==> config.mk <==
export PLATFORM = sky130hd
export DESIGN_NAME = mcl_lane
export DESIGN_NICKNAME = d
export VERILOG_FILES = /design/src/rtl/mcl_pkg.sv /design/src/rtl/mcl_lane.sv
export SDC_FILE = /design/constraint.sdc
export NUM_CORES = 2
export LEC_CHECK = 0
export ABC_AREA = 1
export CAP_MARGIN = 10
export CORE_MARGIN = 2
export CORE_UTILIZATION = 67
export CTS_BUF_LIST = sky130_fd_sc_hd__clkbuf_8 sky130_fd_sc_hd__clkbuf_16
export DETAILED_ROUTE_END_ITERATION = 10
export DONT_BUFFER_PORTS = 1
export GPL_ROUTABILITY_DRIVEN = 1
export MAX_ROUTING_LAYER = met4
export PLACE_DENSITY_LB_ADDON = 0.05
export SLEW_MARGIN = 10
export SYNTH_ARGS = -nofsm -noshare
export SYNTH_HDL_FRONTEND = slang
export SYNTH_SLANG_ARGS = --single-unit
==> constraint.sdc <==
create_clock -name clk -period 10.2 [get_ports clk]
set_clock_uncertainty 0.1 [all_clocks]
set_input_delay 1.53 -clock clk [delete_from_list [all_inputs] [get_ports clk]]
set_output_delay 1.53 -clock clk [all_outputs]
set_load 0.03 [all_outputs]
==> src/rtl/mcl_pkg.sv <==
// Package for the magnetometer calibration and low-pass block.
// Holds widths, register indexes, reset values, the sequencer states and the
// lane control struct. No dependencies.
package mcl_pkg;

	localparam int unsigned SAMPLE_W   = 16;
	localparam int unsigned DIFF_W     = 17;
	localparam int unsigned COEF_W     = 16;
	localparam int unsigned GAIN_W     = 17;
	localparam int unsigned STATE_W    = 32;
	localparam int unsigned REG_W      = 48;
	localparam int unsigned CFG_DATA_W = 64;
	localparam int unsigned CFG_ADDR_W = 6;
	localparam int unsigned AXES       = 3;
	localparam int unsigned S_DATA_W   = AXES * SAMPLE_W;
	localparam int unsigned M_DATA_W   = 2 * AXES * SAMPLE_W;

	localparam logic [GAIN_W-1:0] GAIN_ONE = 17'h10000;

	localparam logic [REG_W-1:0] OFFSETS_RST = 48'h0;
	localparam logic [REG_W-1:0] COEF_X_RST  = 48'h0000_0000_4000;
	localparam logic [REG_W-1:0] COEF_Y_RST  = 48'h0000_4000_0000;
	localparam logic [REG_W-1:0] COEF_Z_RST  = 48'h4000_0000_0000;

	typedef enum logic [2:0] {
		REG_OFFSETS = 3'd0,
		REG_COEF_X  = 3'd1,
		REG_COEF_Y  = 3'd2,
		REG_COEF_Z  = 3'd3,
		REG_GAIN    = 3'd4
	} reg_idx_t;

	typedef enum logic [2:0] {
		ST_IDLE,
		ST_MAC,
		ST_ACC,
		ST_ROUND,
		ST_ERR,
		ST_FMUL,
		ST_UPD,
		ST_DONE
	} state_t;

	// Strobes from the sequencer to every lane.
	typedef struct packed {
		logic mul_en;
		logic acc_clr;
		logic acc_add;
		logic round_en;
		logic err_en;
		logic fmul_en;
		logic upd_en;
	} lane_ctl_t;

endpackage

==> src/rtl/mcl_lane.sv <==
// One output axis: a shared multiplier computes the three matrix products,
// then the rounding, saturation and low-pass update of that axis.
// Depends on mcl_pkg.
module mcl_lane (
	input  logic                              clk,
	input  logic                              arst_n,
	input  mcl_pkg::lane_ctl_t                ctl,
	input  logic signed [mcl_pkg::COEF_W-1:0] coef,
	input  logic signed [mcl_pkg::DIFF_W-1:0] diff,
	input  logic [mcl_pkg::GAIN_W-1:0]        gain,
	output logic signed [mcl_pkg::SAMPLE_W-1:0] cal,
	output logic signed [mcl_pkg::SAMPLE_W-1:0] filt
);

	logic signed [32:0] prod_q;
	logic signed [34:0] acc_q;
	logic signed [34:0] rnd_sum;
	logic signed [20:0] rnd;
	logic signed [15:0] sat;
	logic signed [15:0] cal_q;
	logic signed [32:0] err_q;
	logic signed [50:0] fprod_q;
	logic signed [50:0] fsum;
	logic signed [31:0] st_q;

	// Divide by 2^14 with ties toward plus infinity, then clamp to 16 bits.
	assign rnd_sum = acc_q + 35'sd8192;
	assign rnd     = rnd_sum[34:14];

	always_comb begin
		if (rnd > 21'sd32767) begin
			sat = 16'sh7fff;
		end else if (rnd < -21'sd32768) begin
			sat = 16'sh8000;
		end else begin
			sat = rnd[15:0];
		end
	end

	assign fsum = fprod_q + 51'sd32768;

	always_ff @(posedge clk) begin
		if (ctl.mul_en) begin
			prod_q <= coef * diff;
		end
		if (ctl.acc_clr) begin
			acc_q <= '0;
		end else if (ctl.acc_add) begin
			acc_q <= acc_q + 35'(prod_q);
		end
		if (ctl.round_en) begin
			cal_q <= sat;
		end
		if (ctl.err_en) begin
			err_q <= $signed({cal_q[15], cal_q, 16'h0000}) - $signed({st_q[31], st_q});
		end
		if (ctl.fmul_en) begin
			fprod_q <= err_q * $signed({1'b0, gain});
		end
	end

	// The updated state always lies between the old state and the target,
	// so the low 32 bits of the step are enough.
	always_ff @(posedge clk or negedge arst_n) begin
		if (!arst_n) begin
			st_q <= '0;
		end else if (ctl.upd_en) begin
			st_q <= st_q + fsum[47:16];
		end
	end

	assign cal  = cal_q;
	assign filt = st_q[31:16];

endmodule

; Word-level counts from Yosys, hierarchy flattened
; Index checks and enable logic that the tools add are counted.
[word_totals]
mem_count = 0
latch_bits = 0
out_inout_bits = 32
ff_bits = 197
mem_bits_rw = 0
romBits = 0
[classes]
multipliers = 2
shift = 0
muxes = 1
n_bitwise = 0
n_lt_le_gt_ge = 2
eq_ne = 0
add_sub_neg = 5
reduce_logical = 0
n_div = 0
[ops]
columns = op, n
row1 = adder 48 x 17 -> 48 bit (second input constant), 1
row2 = multiplier 33 x 18 -> 48 bit, 1
row3 = adder 35 x 15 -> 35 bit (second input constant), 1
row4 = adder 35 x 33 -> 35 bit, 1
row5 = multiplier 16 x 17 -> 33 bit, 1
row6 = subtractor 32 x 32 -> 33 bit, 1
row7 = adder 32 bit, 1
row8 = greater-than comparator 21 x 16 -> 1 bit (second input constant), 1
row9 = less-than comparator 21 x 16 -> 1 bit (second input constant), 1
row10 = two-way mux 16 bit, 1

; Logic depth before layout (Yosys ltp)
[logic_depth]
depth_word = 3
ltp_mapped = 29
depth_no_buf = 27

; Worst setup path after synthesis
; Ideal clock, no wire load.
[synth_timing]
kind = input to register
start = input port gain[4] (netlist name)
end = register fprod_q[47] (data pin)
arrival_ps = 6709
setup_time_ps = 252
slack_ps = 3139
stages = 24
path_cell_list = clkbuf_1 > clkbuf_1 > nand2_1 > fa_1 > fa_1 > inv_1 > fa_1 > fa_1 > fa_1 > inv_1 > fa_1 > inv_1 > ha_1 > nand2_1 > nor2_1 > nand2_1 > inv_1 > nand2_1 > nor4_1 > nand2_1 > nand3_1 > inv_1 > nand2_1 > nand2_1
[synth_via]
elab_chain_cells = 1
[synth_rtl]
columns = item, line
row1 = from (decl), mcl_lane.sv:10  ; input logic [mcl_pkg::GAIN_W-1:0] gain,
row2 = multiplier 33 x 18 -> 48 bit, mcl_lane.sv:58  ; fprod_q <= err_q * $signed({1'b0, gain});
row3 = to (signal assigned), mcl_lane.sv:58
row4 = to (decl), mcl_lane.sv:22  ; logic signed [50:0] fprod_q;
; Every way passes these cells.
; A chain may end at the register's enable or synchronous reset.

; Final worst setup path
[layout_timing]
start = input port gain[3] (netlist name)
end = register fprod_q[47] (data pin)
; The elaborated chain is that of the path after synthesis.

==> out/results.ini <==
[run_status]
status=completed

[floorplanning]
floorplan.initialDensity_pct=68.02
core-area_um2=64700
row_count=93
io_pins=91
die_w_um=260.3
die_area_um2=67750
dieHeight_um=260.3

[worst_setup_path]
crit_type=input pin to flip-flop
startpoint_type=input pin
cp_max_fo=33
r2r_slack_ps=3470
cp.arrival_ps=6920
critPathCaptureType=flip-flop
crit_required_ps=10320

[drt]
ant_nets=0
drt_iter0_markers=2560
vias_per_cell=5.432
routed_wl_mm=115.6
vias=35561
drc=0
drt_first_pass_iters=6
post_drt_wl_per_cell_um=17.66

[sta]
rsz0062_at_grt=no
slew_headroom_pct=29.89
finalHoldWorstSlack_ps=414.4
hold_violations=0
fmax_ghz=0.1470
fin_crit_ps=6802
tightest_slew_ps=1052
final-setup-viol-count=0
maxSlewViolCount=0
fin_setup_tns_ps=0
finalCritPeriodShare_pct=66.69

[yosys]
syn_area_per_cell_um2=7.490
ys_seq_elements=182
synth_area_um2=44010
ys.flop_type=edfxtp_1
synth_edf_count=115
ys_types=55
synth_nets=7005
ys_seq_area_share_pct=11.26
ys_async_sr_fraction_pct=17.58
syn_inst=5876
ys_warn_count=0

[global_route]
grt_pass1_wl_mm=191.1
grt_max_degree=47
track_usage_pct=37.17
grt_overflow=0
antenna_found_initial=0
grt_pass1_vias=37935

[placed_design]
post-dp-hpwl_mm=96.91
gp_congestion=0.9995
io_buffers=0
placed_cells=6515

[final_layout]
final_util_pct=69.26
num_antenna_cells=0
drive_gt1_share_pct=1.827
multi_input_area_um2=31800
seqCellArea_um2=4955
fill_cells=5542
synthToLayoutAreaGrowth_pct=1.820
fin_nets=6808
final_cells=6547

[cts]
cts_buffers=17
clock_sinks=182
clockBufferDepth=2
cts_tree=yes
ctsResizeCount=0
cts_root_buf=clkbuf_16
h-tree-depth=4
clkTransAtPathRegs_ps=80
post_cts_buffers=0
ctsHoldBuffers=0
clk_latency_ps=470

[job]
maxCapViolations=0

[min_path]
hp-class=flip-flop to flip-flop

## through the flow
| stage | setup WS, ps | area, um2 |
|---|---|---|
| global route | 3005 | 44810 |
| global placement | 2906 | 44210 |
| floorplan | 3139 | 44010 |
| CTS | 3398 | 44810 |
| finish | 3398 | 44810 |
| detailed placement | 2921 | 44210 |
## path summary, 6_finish.rpt
check / startpoint / endpoint / depth (start not counted)
setup / recovery: gain[3] / fprod_q[47] / 22
hold / removal: st_q[0] / err_q[0] / 0
setup reg to reg: err_q[17] / fprod_q[41] / 20
hold reg to reg: st_q[0] / err_q[0] / 0
max in group asynchronous: arst_n / st_q[20] / 0
min in group asynchronous: arst_n / st_q[4] / 0
## cell usage in the layout, fill, tap and decap left out, types with 3 or more instances in the layout
| cell type | count |
|---|---|
| nor3_2 | 9 |
| nor3_1 | 42 |
| and3_1 | 6 |
| ha_1 | 278 |
| nand2_1 | 1458 |
| dfxtp_1 | 35 |
| o21bai_1 | 22 |
| clkinv_4 | 4 |
| o211ai_1 | 4 |
| nand4_1 | 43 |
| o21a_1 | 12 |
| nand2_2 | 22 |
| nor2_1 | 325 |
| inv_6 | 4 |
| or2_2 | 8 |
| nand3b_1 | 17 |
| inv_8 | 3 |
| a31oi_1 | 11 |
| xor2_1 | 116 |
| dfrtp_1 | 32 |
| a21oi_1 | 187 |
| inv_2 | 10 |
| clkbuf_16 | 17 |
| nor4_1 | 10 |
| nand3_1 | 164 |
| a21boi_0 | 8 |
| o21ai_1 | 9 |
| o21ai_0 | 133 |
| o22ai_1 | 4 |
| inv_1 | 1676 |
| nor2_2 | 8 |
| edfxtp_1 | 115 |
| buf_4 | 8 |
| fa_1 | 792 |
| a21o_1 | 24 |
| xnor2_1 | 46 |
## synth_stat cells (24+ instances only)
library cell     n  share of area, %
inv_1         1676                14
nor3_1          42              0.48
nand2_1       1458                12
dfxtp_1         35               1.6
nand4_1         43              0.61
o21ai_0        133               1.5
nor2_1         325               2.8
edfxtp_1       115               7.8
a21oi_1        187               2.1
fa_1           792                36
xnor2_1         46              0.92
clkbuf_1       201               1.7
dfrtp_1         32               1.8
ha_1           278               7.9
xor2_1         116               2.3
nand3_1        164               1.9
a21o_1          24              0.41
## layer usage
metal  wire [um]  vias to the layer above  track usage, %
li1            -                    16649               -
met1       44990                    17311           43.92
met4        5981                        0           17.03
met3        6735                      359           4.312
met5           0                        -               -
met2       57880                     1242           63.93
## cells by family after synthesis
group | after synthesis | share of synthesized area [%]
and+or+nand+nor | 2122 | 19.64
adders and majority gates | 1070 | 43.93
xor gates and xnor gates | 162 | 3.224
DFF | 182 | 11.26
buffers and inverters | 1911 | 16.49
AOI/OAI and AO/OA | 429 | 5.453
## critical path, cell delays in order
cell and delay [ps]:
nand2_1 100, fa_1 680, fa_1 740, inv_1 180, fa_1 480, fa_1 510
fa_1 490, inv_1 50, fa_1 470, inv_1 40, ha_1 360, nand2_1 110
nor2_1 260, nand2_1 100, inv_1 80, nand2_1 90, nor4_1 180, nand2_1 120
nand3_1 150, inv_1 60, nand2_1 60, nand2_1 50
## registers in the layout, indices dropped and copies added (netlist names)
signal   flops
acc_q       35
cal         16
err_q       33
fprod_q     33
prod_q      33
st_q        32
## layout make-up
type	count	area share [%]
tap	855	2.387
inverter	1687	14.13
timing repair buffer	8	0.1340
multi-input combinational	3783	70.96
clock inverter	14	0.3490
clock buffer	18	0.9801
sequential	182	11.06
Power is not shown: default switching activity piles up to over one toggle a cycle in this logic, so the estimate is an artifact.
