--- src/rtl/mcl_pkg.sv ---
// Package for the magnetometer calibration and low-pass block.
// Holds widths, register indexes, reset values, the sequencer states and the
// lane control struct. No dependencies.
package mcl_pkg;

	localparam int unsigned SAMPLE_W   = 16;
	localparam int unsigned DIFF_W     = 17;
	localparam int unsigned COEF_W     = 16;
	localparam int unsigned GAIN_W     = 17;
	localparam int unsigned STATE_W    = 32;
	localparam int unsigned REG_W      = 48;
	localparam int unsigned CFG_DATA_W = 64;
	localparam int unsigned CFG_ADDR_W = 6;
	localparam int unsigned AXES       = 3;
	localparam int unsigned S_DATA_W   = AXES * SAMPLE_W;
	localparam int unsigned M_DATA_W   = 2 * AXES * SAMPLE_W;

	localparam logic [GAIN_W-1:0] GAIN_ONE = 17'h10000;

	localparam logic [REG_W-1:0] OFFSETS_RST = 48'h0;
	localparam logic [REG_W-1:0] COEF_X_RST  = 48'h0000_0000_4000;
	localparam logic [REG_W-1:0] COEF_Y_RST  = 48'h0000_4000_0000;
	localparam logic [REG_W-1:0] COEF_Z_RST  = 48'h4000_0000_0000;

	typedef enum logic [2:0] {
		REG_OFFSETS = 3'd0,
		REG_COEF_X  = 3'd1,
		REG_COEF_Y  = 3'd2,
		REG_COEF_Z  = 3'd3,
		REG_GAIN    = 3'd4
	} reg_idx_t;

	typedef enum logic [2:0] {
		ST_IDLE,
		ST_MAC,
		ST_ACC,
		ST_ROUND,
		ST_ERR,
		ST_FMUL,
		ST_UPD,
		ST_DONE
	} state_t;

	// Strobes from the sequencer to every lane.
	typedef struct packed {
		logic mul_en;
		logic acc_clr;
		logic acc_add;
		logic round_en;
		logic err_en;
		logic fmul_en;
		logic upd_en;
	} lane_ctl_t;

endpackage

--- src/rtl/mcl_merge.sv ---
// Output stage: gathers the three lanes into one result item and holds it
// until the downstream side takes it. Depends on mcl_pkg.
module mcl_merge (
	input  logic                                clk,
	input  logic                                arst_n,
	input  logic                                load,
	input  logic signed [mcl_pkg::SAMPLE_W-1:0] cal  [mcl_pkg::AXES],
	input  logic signed [mcl_pkg::SAMPLE_W-1:0] filt [mcl_pkg::AXES],
	output logic                                out_free,
	output logic                                m_tvalid,
	input  logic                                m_tready,
	output logic [mcl_pkg::M_DATA_W-1:0]        m_tdata
);

	logic                         valid_q;
	logic [mcl_pkg::M_DATA_W-1:0] data_q;

	assign out_free = !valid_q || m_tready;

	always_ff @(posedge clk or negedge arst_n) begin
		if (!arst_n) begin
			valid_q <= 1'b0;
		end else if (load) begin
			valid_q <= 1'b1;
		end else if (m_tready) begin
			valid_q <= 1'b0;
		end
	end

	always_ff @(posedge clk) begin
		if (load) begin
			data_q <= {filt[2], filt[1], filt[0], cal[2], cal[1], cal[0]};
		end
	end

	assign m_tvalid = valid_q;
	assign m_tdata  = data_q;

endmodule

--- config.mk ---
export PLATFORM = sky130hd
export DESIGN_NAME = mcl_merge
export DESIGN_NICKNAME = d
export VERILOG_FILES = /design/src/rtl/mcl_pkg.sv /design/src/rtl/mcl_merge.sv
export SDC_FILE = /design/constraint.sdc
export NUM_CORES = 1
export LEC_CHECK = 0
export BUFFER_PORTS_ARGS = -buffer_cell sky130_fd_sc_hd__buf_2
export CAP_MARGIN = 10
export CORE_MARGIN = 1
export CORE_UTILIZATION = 44
export DETAILED_ROUTE_END_ITERATION = 6
export PLACE_DENSITY = 0.84
export RECOVER_POWER = 25
export SETUP_SLACK_MARGIN = 0.05
export SYNTH_ARGS = -nofsm -noshare
export SYNTH_HDL_FRONTEND = slang
export SYNTH_SLANG_ARGS = --single-unit
--- constraint.sdc ---
create_clock -name clk -period 1.6 [get_ports clk]
set_input_delay 0 -clock clk [delete_from_list [all_inputs] [get_ports clk]]
set_output_delay 0 -clock clk [all_outputs]
set_load 0.005 [all_outputs]
# Yosys cells after proc, flatten, opt, wreduce, memory -nomap -nowiden
# Index checks and enable logic that the tools add are counted.
[op_classes] mux=2 reduce_logical=3
[op_table] op="1-bit two-way mux" n=2
[op_table] op="2-bit nonzero test" n=1
[op_table] op="1-bit logical NOT" n=1
[op_table] op="1-bit logical OR" n=1
[totals] register_bits=97 inputBits=100

# Depth between registers and ports, before layout
# Gate-level depths: netlist of the first run.
[logic_depth] ltp_word=2 depth_mapped=2

# Worst setup path after synthesis of the first run
# OpenSTA, ideal clock, no wires.
[synth_timing] kind="register to register" startpoint="reg m_tvalid (netlist name)" endpoint="reg valid_q, in the netlist m_tvalid" setup_ps=121 arrival_time_ps=525 t_required_ps=1479 path_slack_ps=953 path_stages_with_launch=3 path_buffers=0 path_cell_list="dfrtp_1 -> nand2b_4 -> nand2b_2"
[synth_rtl] element="end signal, assigned" line="mcl_merge.sv:22" text="valid_q <= 1'b0;"
[synth_rtl] element="end signal, assigned" line="mcl_merge.sv:24" text="valid_q <= 1'b1;"
[synth_rtl] element="end signal, assigned" line="mcl_merge.sv:26" text="valid_q <= 1'b0;"
[synth_rtl] element="end, declared" line="mcl_merge.sv:15" text="logic valid_q;"

# Worst setup path in the final report of the first run
[layout_timing] startpoint="in load" endpoint="reg data_q (netlist bit m_tdata[52]), enable pin"
[layout_rtl] element="start, declared" line="mcl_merge.sv:6" text="input logic load,"
[layout_rtl] element="end signal, assigned" line="mcl_merge.sv:32" text="data_q <= {filt[2], filt[1], filt[0], cal[2], cal[1], cal[0]};"
[layout_rtl] element="end, declared" line="mcl_merge.sv:16" text="logic [mcl_pkg::M_DATA_W-1:0] data_q;"
# No word-level cell between the ends.

==> results of run 1 <==
[logic make-up (layout without fill, tap and decap cells)]
group / count (synthesis) / count (layout)
buffers and inverters: 0 / 313
flip-flops: 97 / 97
AND/OR/NAND/NOR: 2 / 2
[metal layers]
| metal | vias to the layer above | global-route usage [%] | part of all wire, % |
|---|---|---|---|
| met4 | 0 | 11.1 | 3.1 |
| met2 | 168 | 49.8 | 53 |
| met1 | 1075 | 30.8 | 35 |
| met3 | 24 | 8.41 | 8.8 |
| li1 | 1013 | - | - |
| met5 | - | 0 | 0 |
[worst min path at each step]
stage / from / end / slack [ns]
finish: filt[27] / m_tdata[75]$_DFFE_PP_ / 0.34
global route: cal[32] / m_tdata[0]$_DFFE_PP_ / 0.33
CTS: load / m_tdata[85]$_DFFE_PP_ / 0.23
detailed placement: arst_n / m_tvalid$_DFFE_PN0P_ / -0.22
global placement: arst_n / m_tvalid$_DFFE_PN0P_ / -0.22
floorplan: arst_n / m_tvalid$_DFFE_PN0P_ / -0.30
[timing repair]
| action | in CTS | in global routing |
|---|---|---|
| resized for setup | 0 | 0 |
| setup endpoints to repair | 0 | 0 |
| hold buffers | 99 | 0 |
| endpoints found under the hold margin | 98 | 0 |
[power groups by stage]
stage	Combinational, mW	Clock (mW)	Sequential (mW)
after global routing	0.655	1.73	3.10
after CTS	0.602	1.60	3.06
final	0.621	1.61	3.08
after global placement	0.401	0	3.11
after detailed placement	0.414	0	3.12
after floorplan	0.00517	0	3.15
[cell usage in the layout (no fill, tap or decap)]
cell type,count
nand2b_2,1
clkinv_2,1
inv_8,1
clkinvlp_4,3
buf_2,196
dfrtp_1,1
clkbuf_8,9
edfxtp_1,96
inv_6,1
bufinv_16,1
dlygate4sd3_1,99
nand2b_4,1
clkbuf_4,2
[through the flow]
stage / instance area (um^2) / worst slack [ns] / cells
floorplan: 2930 / 0.953 / 99
CTS: 5230 / 0.591 / 489
finish: 5220 / 0.445 / 489
global placement: 4040 / 0.738 / 374
detailed placement: 4040 / 0.711 / 374
global route: 5220 / 0.418 / 489
[final cells by class]
class	count	area [um^2]
clock buffers	9	124
clock inverters	7	77.6
fillers	316	1170
multi-input cells	2	22.5
flip-flops and latches	97	2910
well taps	77	96.3
repair buffers	297	1990
[flip-flops by register name (all words and copies together) (netlist names)]
register,flops
m_tvalid,1
m_tdata,96
==> summary.txt, run 1 <==
Clock network
  • Clock buffer count from CTS: 9
  • Clock transition at the registers of the reported paths: 0.10 ns
  • Htree depth: 3
  • Clock Latency Late Sink: 0.35 ns
  • CTS tree: done
  • CTS sink cnt: just under 100
  • Post-CTS Setup Bufs: 0
  • Maximum root-to-sink buffer count: 2
  • CTS Root Cell: clkbuf_8

Critical path
  • Critical Path RT: 1.56 ns
  • Crit path max-delay cell type: clkbuf_4
  • Worst Setup EP: m_tdata[52]$_DFFE_PP_
  • Family with the most delay on the worst path: buffers and inverters
  • Worst setup EP type: register
  • Worst-path cell chain: clkbuf_4 > clkbuf_4
  • Critical path fanouts, max: a little under 100
  • Kind of critical path: in2reg
  • Critical path depth: 2
  • CP max stage delay: 0.92 ns
  • CP startpoint: load
  • Worst r2r dst: m_tvalid$_DFFE_PN0P_
  • Startpoint of the worst-slack reg-to-reg timing path: m_tvalid$_DFFE_PN0P_
  • Element type at the critical path start: primary input
  • Reg2Reg Depth: 2
  • Most used cell, CP: clkbuf_4
  • Data arrival time of the critical path: 1.11 ns
  • WP buf/inv: 2
  • Internal reg-to-reg setup slack: ~0.86 ns

Power and ir drop
  • Leakage: around 2.2 nW
  • Switch share: 22.4%
  • Combinational share of power: around an eighth
  • Internal: 4.12 mW
  • Sequential share of power: 58.0%
  • Total Power: 5.32 mW
  • Power Dens Cells: ~1000 nW/um^2
  • Clock network fraction of total power: 30.3%
  • Switching pwr: ~1.2 mW
  • VDD IR max: between 700 and 800 uV

Routing
  • TritonRoute pass-1 iters: 4
  • Post-DR vias/cell: about 4.7
  • Post-route DRC violation count: 0
  • DRT iter0 DRCs: approximately 140
  • WL/cell: roughly 19 um
  • Routed vias: between 2000 and 2500
  • Detail Route Antenna Nets: 0
  • Drt total wl: approximately 9300 um

Die
  • DIE WIDTH: 83.6 um
  • # IOs: between 150 and 200
  • CORE AREA: around 6400 um^2
  • DIE HEIGHT: between 80 and 90 um
  • # rows: 29
  • Die ar.: 6990 um^2
  • Initial core utilization: 45.9%

Logic synthesis
  • Post-Synth XOR/XNOR Area: 0%
  • Post-Syn Area: between 2000 and 3000 um^2
  • Ys Warns: 0
  • Fraction of registers with async set or reset after synthesis: ~1.0%
  • Post-synthesis compound-gate area fraction: 0%
  • Count leader, synth: edfxtp_1
  • Synthesized flop and latch total: 97
  • Syn nets: 199
  • Multiplexer share of the synthesized area: 0%
  • Number of synthesized flops with an enable pin: 96
  • Synth Area in Adders: 0%
  • Largest family of logic cells by synthesized area: simple AND/OR/NAND/NOR gates
  • Ys flop type: edfxtp_1
  • Synth Instances: 99
  • Commonest cells post-synth: edfxtp_1, dfrtp_1, nand2b_2, nand2b_4
  • Post-synth top area share: roughly 100%
  • Seq/Total Area, Yosys: slightly below 100%
  • Largest area contributor in the netlist: edfxtp_1
  • Synth top area cells: edfxtp_1, dfrtp_1, nand2b_4, nand2b_2
  • Syn Area/Cell: 29.6 um^2
  • Synth Area in Simple Gates: less than 1%
  • Yosys cell types: 4

STA
  • Final-report max-slew violation count: 0
  • Post-Route Setup TNS: 0 ns
  • Hold_ws: between 0.3 and 0.4 ns
  • Worst Tran Pin Value: 1.27 ns
  • Unrepaired setup endpoints after global routing: false
  • # setup viols final: 0
  • Worst slew margin: 15.3%
  • Clk_skew: 0 ns
  • Final Hold Fails: 0
  • Max Clk Rate: 0.866 GHz
  • Fin crit share: between 70% and 80%
  • Min cycle time layout: ~1.2 ns

Job
  • Max-Cap Viols: 0

Hold path
  • Worst hold path depth: 2
  • Hold Path Class: in2reg

Final layout
  • Ant diodes: 0
  • Area delta synth->final: 78.0%
  • Nets: 507
  • Post-layout util: 81.7%
  • Share of layout cells above drive strength 1: a little over half

Placed design
  • Port Buffers: between 150 and 200
  • Gp weighted congestion: 0.750

Global route
  • Vias in the first global route: approximately 2500
  • Grt total ovfl: 0
  • Initial antenna violation count: 0
  • GR Util All Layers: between 20% and 30%
  • First-pass GRT wire length: 13900 um
  • Largest net degree at the start of global routing: 98

Run status
  • Status: completed
No activity file was read; power rests on OpenSTA's default activity.
==> run 2, diff against run 1 <==
CORE_UTILIZATION = 41   (was 44)
PLACE_DENSITY = 0.79   (was 0.84)
clock period = 1.1 ns   (was 1.6 ns; I/O delays follow)
==> summary.txt, run 2 (synthesis results as in run 1) <==
Routing
  • WL/cell: 17.9 um (was 19.1 um)
  • DRT iter0 DRCs: 134 (was 144)
  • TritonRoute pass-1 iters: 4 (unchanged)
  • Post-DR vias/cell: 4.41 (was 4.66)
  • Routed vias: 2252 (was 2280)
  • Post-route DRC violation count: 0 (unchanged)
  • Drt total wl: 9140 um (was 9340 um)
  • Detail Route Antenna Nets: 0 (unchanged)

Job
  • Max-Cap Viols: 0 (unchanged)

STA
  • Worst Slack Setup Final: 0.103 ns (was 0.445 ns)
  • Worst Tran Pin Value: 0.215 ns (was 1.27 ns)
  • Final-report max-slew violation count: 0 (unchanged)
  • Fin crit share: 90.7%
  • Post-Route Setup TNS: 0 ns (unchanged)
  • Clk_skew: 0 ns (unchanged)
  • Final Hold Fails: 0 (unchanged)
  • # setup viols final: 0 (unchanged)
  • Unrepaired setup endpoints after global routing: false (unchanged)
  • Min cycle time layout: between 0.9 and 1 ns
  • Max Clk Rate: roughly 1.0 GHz
  • Worst slew margin: 85.7% (was 15.3%)

Critical path
  • CP startpoint: m_tvalid$_DFFE_PN0P_ (was load)
  • Crit path max-delay cell type: dfrtp_1 (was clkbuf_4)
  • Internal reg-to-reg setup slack: 0.41 ns (was 0.86 ns)
  • Worst Setup EP: out_free (was m_tdata[52]$_DFFE_PP_)
  • Data arrival time of the critical path: 1.00 ns (was 1.11 ns)
  • Critical path depth: 2 (unchanged)
  • Worst setup EP type: output port (was register)
  • Startpoint of the worst-slack reg-to-reg timing path: m_tvalid$_DFFE_PN0P_ (unchanged)
  • Kind of critical path: reg2out (was in2reg)
  • Family with the most delay on the worst path: flip-flops (was buffers and inverters)
  • Reg2Reg Depth: 2 (unchanged)
  • WP buf/inv: 1 (was 2)
  • CP max stage delay: 0.43 ns (was 0.92 ns)
  • Critical path fanouts, max: 2 (was 97)
  • Element type at the critical path start: register (was primary input)
  • Worst-path cell chain: nand2b_4 > buf_2 (was clkbuf_4 > clkbuf_4)
  • Critical Path RT: 1.10 ns (was 1.56 ns)
  • Worst r2r dst: m_tvalid$_DFFE_PN0P_ (unchanged)

Die
  • CORE AREA: 6830 um^2 (was 6390 um^2)
  • DIE WIDTH: 86.5 um (was 83.6 um)
  • # rows: 30 (was 29)
  • Initial core utilization: 42.9% (was 45.9%)
  • Die ar.: 7490 um^2 (was 6990 um^2)
  • DIE HEIGHT: 86.5 um (was 83.6 um)
  • # IOs: 198 (unchanged)

Global route
  • Largest net degree at the start of global routing: 42 (was 98)
  • GR Util All Layers: 25.0% (was 27.8%)
  • First-pass GRT wire length: 13000 um (was 13900 um)
  • Initial antenna violation count: 0 (unchanged)
  • Vias in the first global route: 2412 (was 2495)
  • Grt total ovfl: 0 (unchanged)

Power and ir drop
  • Power Dens Cells: 1540 nW/um^2 (was 1020 nW/um^2)
  • Leakage: 2.28 nW (was 2.25 nW)
  • VDD IR max: 978 uV (was 737 uV)

Placed design
  • Placed insts: 395 (was 374)
  • Gp weighted congestion: 0.685 (was 0.750)
  • Place WS: 0.310 ns (was 0.711 ns)
  • Port Buffers: 197 (unchanged)
  • Post-DP HPWL: approximately 4600 um

Final layout
  • Fill cells: 380 (was 316)
  • Nets: 510 (was 507)
  • Max reg flops: 96 (unchanged)
  • Most frequent cells in the layout: buf_2, dlygate4sd3_1, edfxtp_1 (unchanged)
  • Most common cell after layout, fill and taps aside: buf_2 (unchanged)
  • Ant diodes: 0 (unchanged)
  • Cell Count, Final, Fillers Out: 511 (was 489)
  • Area delta synth->final: 81.8% (was 78.0%)
  • Post-layout util: 78.0% (was 81.7%)
  • Share of layout cells above drive strength 1: 50.6% (was 52.4%)

Clock network
  • CTS Root Cell: clkbuf_8 (unchanged)
  • Htree depth: 3 (unchanged)
  • Clock transition at the registers of the reported paths: 0.10 ns (about the same)
  • Clock buffer count from CTS: 9 (unchanged)
  • CTS sink cnt: 97 (unchanged)
  • Clock Latency Late Sink: 0.36 ns (was 0.35 ns)
  • CTS tree: done (unchanged)
  • Maximum root-to-sink buffer count: 2 (unchanged)

Hold path
  • Hold Path Class: in2reg (unchanged)

Run status
  • Status: completed (unchanged)
==> run 2: what timing repair did <==
action / CTS / global route
gates resized for setup: 0 / 0
endpoints found under the hold margin: 106 / 0
buffers inserted: 0 / 0
hold buffers: 100 / 0
==> run 2: metal layers <==
layer | vias up | track usage, % | routed length [um]
li1 | 1020 | - | -
met1 | 1075 | 28.3 | 3390
met2 | 134 | 44.1 | 4870
met3 | 23 | 5.62 | 605
met4 | 0 | 13.3 | 280
met5 | - | 0 | 0
==> run 2: worst reg2reg max path: cells and delay by family (launching register included) <==
family        cells  cell delay (ns)
simple gates      2             0.15
flops             1             0.43
==> run 2: final cells by class <==
type | instances | area [um^2] | share of cell area, %
sequential | 97 | 2910 | 54.6
timing repair buffer | 300 | 2030 | 38.1
clock buffer | 11 | 141 | 2.65
tap | 96 | 120 | 2.25
clock inverter | 5 | 108 | 2.02
multi-input combinational | 2 | 22.5 | 0.423
==> run 2: worst min path at each step <==
stage	start	endpoint	slack (ns)	depth (start not counted)
6_report	filt[11]	m_tdata[91]$_DFFE_PP_	0.34	2
5_1_grt	cal[28]	m_tdata[28]$_DFFE_PP_	0.33	2
4_1_cts	cal[21]	m_tdata[21]$_DFFE_PP_	0.32	2
3_5_place_dp	arst_n	m_tvalid$_DFFE_PN0P_	-0.22	1
3_3_place_gp	arst_n	m_tvalid$_DFFE_PN0P_	-0.23	1
2_1_floorplan	arst_n	m_tvalid$_DFFE_PN0P_	-0.30	0
==> run 2: power breakdown <==
part / internal, mW / switching (mW) / total, mW / leakage [nW]
combinational: 0.552 / 0.364 / 0.916 / 1.21
sequential: 4.38 / 0.0884 / 4.47 / 0.950
clock: 1.59 / 1.23 / 2.82 / 0.125
total: 6.52 / 1.68 / 8.21 / 2.28
==> run 2: stage by stage <==
| step | area [um^2] | power, mW | hold slack [ns] |
|---|---|---|---|
| global route | 5330 | 8.47 | 0.332 |
| detailed placement | 4090 | 5.14 | -0.220 |
| CTS | 5340 | 8.20 | 0.324 |
| finish | 5330 | 8.21 | 0.344 |
| global placement | 4090 | 5.11 | -0.226 |
| floorplan | 2930 | 4.59 | -0.296 |
==> run 3, diff against run 2 <==
PLACE_DENSITY = 0.86   (was 0.79)
RECOVER_POWER = 100   (was 25)
SLEW_MARGIN = 20   (was not set)
==> summary.txt, run 3 (synthesis results as in run 1) <==
Clock network
  • Htree depth: 3 (unchanged)
  • # hold bufs at CTS: 99 (was 100)
  • Maximum root-to-sink buffer count: 2 (unchanged)
  • Clock Latency Late Sink: 0.34 ns (was 0.36 ns)
  • Post-CTS Setup Bufs: 0 (unchanged)
  • CTS tree: done (unchanged)
  • CTS Root Cell: clkbuf_8 (unchanged)
  • Post-cts resize count: 0 (unchanged)
  • Clock transition at the registers of the reported paths: 0.09 ns (was 0.10 ns)
  • Clock buffer count from CTS: 9 (unchanged)
  • CTS sink cnt: 97 (unchanged)

Die
  • # rows: 30 (unchanged)
  • # IOs: 198 (unchanged)
  • DIE WIDTH: 86.5 um (unchanged)
  • CORE AREA: 6830 um^2 (unchanged)
  • Initial core utilization: 42.9% (unchanged)
  • Die ar.: 7490 um^2 (unchanged)
  • DIE HEIGHT: 86.5 um (unchanged)

Critical path
  • Element type at the critical path start: primary input (was register)
  • Critical path fanouts, max: 2 (unchanged)
  • Critical Path RT: 1.10 ns (about the same)
  • Kind of critical path: in2out (was reg2out)
  • Worst r2r dst: m_tvalid$_DFFE_PN0P_ (unchanged)
  • Startpoint of the worst-slack reg-to-reg timing path: m_tvalid$_DFFE_PN0P_ (unchanged)
  • Internal reg-to-reg setup slack: 0.44 ns (was 0.41 ns)
  • Worst setup EP type: output port (unchanged)
  • Reg2Reg Depth: 2 (unchanged)
  • Data arrival time of the critical path: 0.98 ns (was 1.00 ns)

STA
  • Unrepaired setup endpoints after global routing: false (unchanged)
  • Final Hold Fails: 0 (unchanged)
  • Worst Tran Pin Value: 0.963 ns (was 0.215 ns)
  • # setup viols final: 0 (unchanged)
  • Max Clk Rate: 1.02 GHz (was 1.00 GHz)
  • Fin crit share: 89.1% (was 90.7%)
  • Final-report max-slew violation count: 0 (unchanged)
  • Min cycle time layout: 0.980 ns (was 0.997 ns)
  • Post-Route Setup TNS: 0 ns (unchanged)
  • Worst slew margin: 35.8% (was 85.7%)
  • Clk_skew: 0 ns (unchanged)

Final layout
  • Multi-input gate area: 17.5 um^2 (was 22.5 um^2)
  • Share of layout cells above drive strength 1: 33.2% (was 50.6%)
  • Storage cell area: 2910 um^2 (unchanged)
  • Fill cells: 453 (was 380)
  • Max reg flops: 96 (unchanged)
  • Nets: 508 (was 510)
  • Most frequent cells in the layout: buf_2, dlygate4sd3_1, edfxtp_1 (unchanged)
  • Area delta synth->final: 76.1% (was 81.8%)
  • Most common cell after layout, fill and taps aside: buf_2 (unchanged)
  • Final Cell Area: 5160 um^2 (was 5330 um^2)
  • Ant diodes: 0 (unchanged)

Global route
  • First-pass GRT wire length: 12200 um (was 13000 um)
  • Grt total ovfl: 0 (unchanged)
  • Largest net degree at the start of global routing: 58 (was 42)
  • Vias in the first global route: 2440 (was 2412)
  • GR Util All Layers: 23.3% (was 25.0%)
  • Initial antenna violation count: 0 (unchanged)

Routing
  • TritonRoute pass-1 iters: 4 (unchanged)
  • Post-route DRC violation count: 0 (unchanged)
  • WL/cell: 16.7 um (was 17.9 um)
  • Detail Route Antenna Nets: 0 (unchanged)
  • DRT iter0 DRCs: 96 (was 134)
  • Post-DR vias/cell: 4.34 (was 4.41)
  • Drt total wl: 8520 um (was 9140 um)
  • Routed vias: 2210 (was 2252)

Placed design
  • DP Area: 4080 um^2 (was 4090 um^2)
  • Gp weighted congestion: 0.714 (was 0.685)
  • Port Buffers: 197 (unchanged)

Job
  • Max-Cap Viols: 0 (unchanged)

Power and ir drop
  • Power Dens Cells: 1510 nW/um^2 (was 1540 nW/um^2)
  • Leakage: 2.05 nW (was 2.28 nW)
  • VDD IR max: 927 uV (was 978 uV)

Hold path
  • Hold Path Class: in2reg (unchanged)
  • End of the worst hold path: m_tdata[44]$_DFFE_PP_ (was m_tdata[91]$_DFFE_PP_)
  • Worst hold path depth: 2 (unchanged)
  • Worst hold start: cal[12] (was filt[11])

Run status
  • Status: completed (unchanged)
run 3: final cells by class:
class | count | share of cell area, %
multi-input combinational | 2 | 0.339
timing repair buffer | 298 | 36.7
tap | 96 | 2.33
clock buffer | 12 | 2.81
clock inverter | 4 | 1.48
sequential | 97 | 56.3
run 3: metal layers:
layer,wire (um),vias to the layer above,global-route usage [%]
li1,-,1017,-
met1,3010,1021,23.7
met2,4580,144,43.2
met3,604,28,5.33
met4,322,0,14.1
met5,0,-,0
run 3: worst max path at each step:
stage / from / to / depth (start not counted)
floorplan: m_tvalid$_DFFE_PN0P_ / m_tvalid$_DFFE_PN0P_ / 2
global placement: load / m_tdata[12]$_DFFE_PP_ / 2
detailed placement: load / m_tdata[32]$_DFFE_PP_ / 2
CTS: m_tvalid$_DFFE_PN0P_ / out_free / 2
global route: m_tvalid$_DFFE_PN0P_ / out_free / 2
finish: m_tready / out_free / 4
run 3: worst max-delay path: stages:
cell and delay [ns]:
dlygate4sd3_1 0.53, buf_2 0.13, nand2b_2 0.18, buf_2 0.14
run 3: power by group:
group / internal, mW / total, mW / switching (mW)
clock network: 1.35 / 2.51 / 1.15
logic: 0.483 / 0.824 / 0.342
registers: 4.39 / 4.47 / 0.0888
run 3: through the flow:
step | utilization (%) | hold WS [ns] | worst slack [ns] | instances | power [mW]
6_report | 75.5 | 0.360 | 0.120 | 509 | 7.81
5_1_grt | 75.5 | 0.350 | 0.0839 | 509 | 8.08
4_1_cts | 77.5 | 0.135 | 0.105 | 509 | 7.86
3_5_place_dp | 59.7 | -0.222 | 0.361 | 394 | 5.13
3_3_place_gp | 59.7 | -0.224 | 0.367 | 394 | 5.10
2_1_floorplan | - | -0.296 | 0.453 | 99 | 4.59
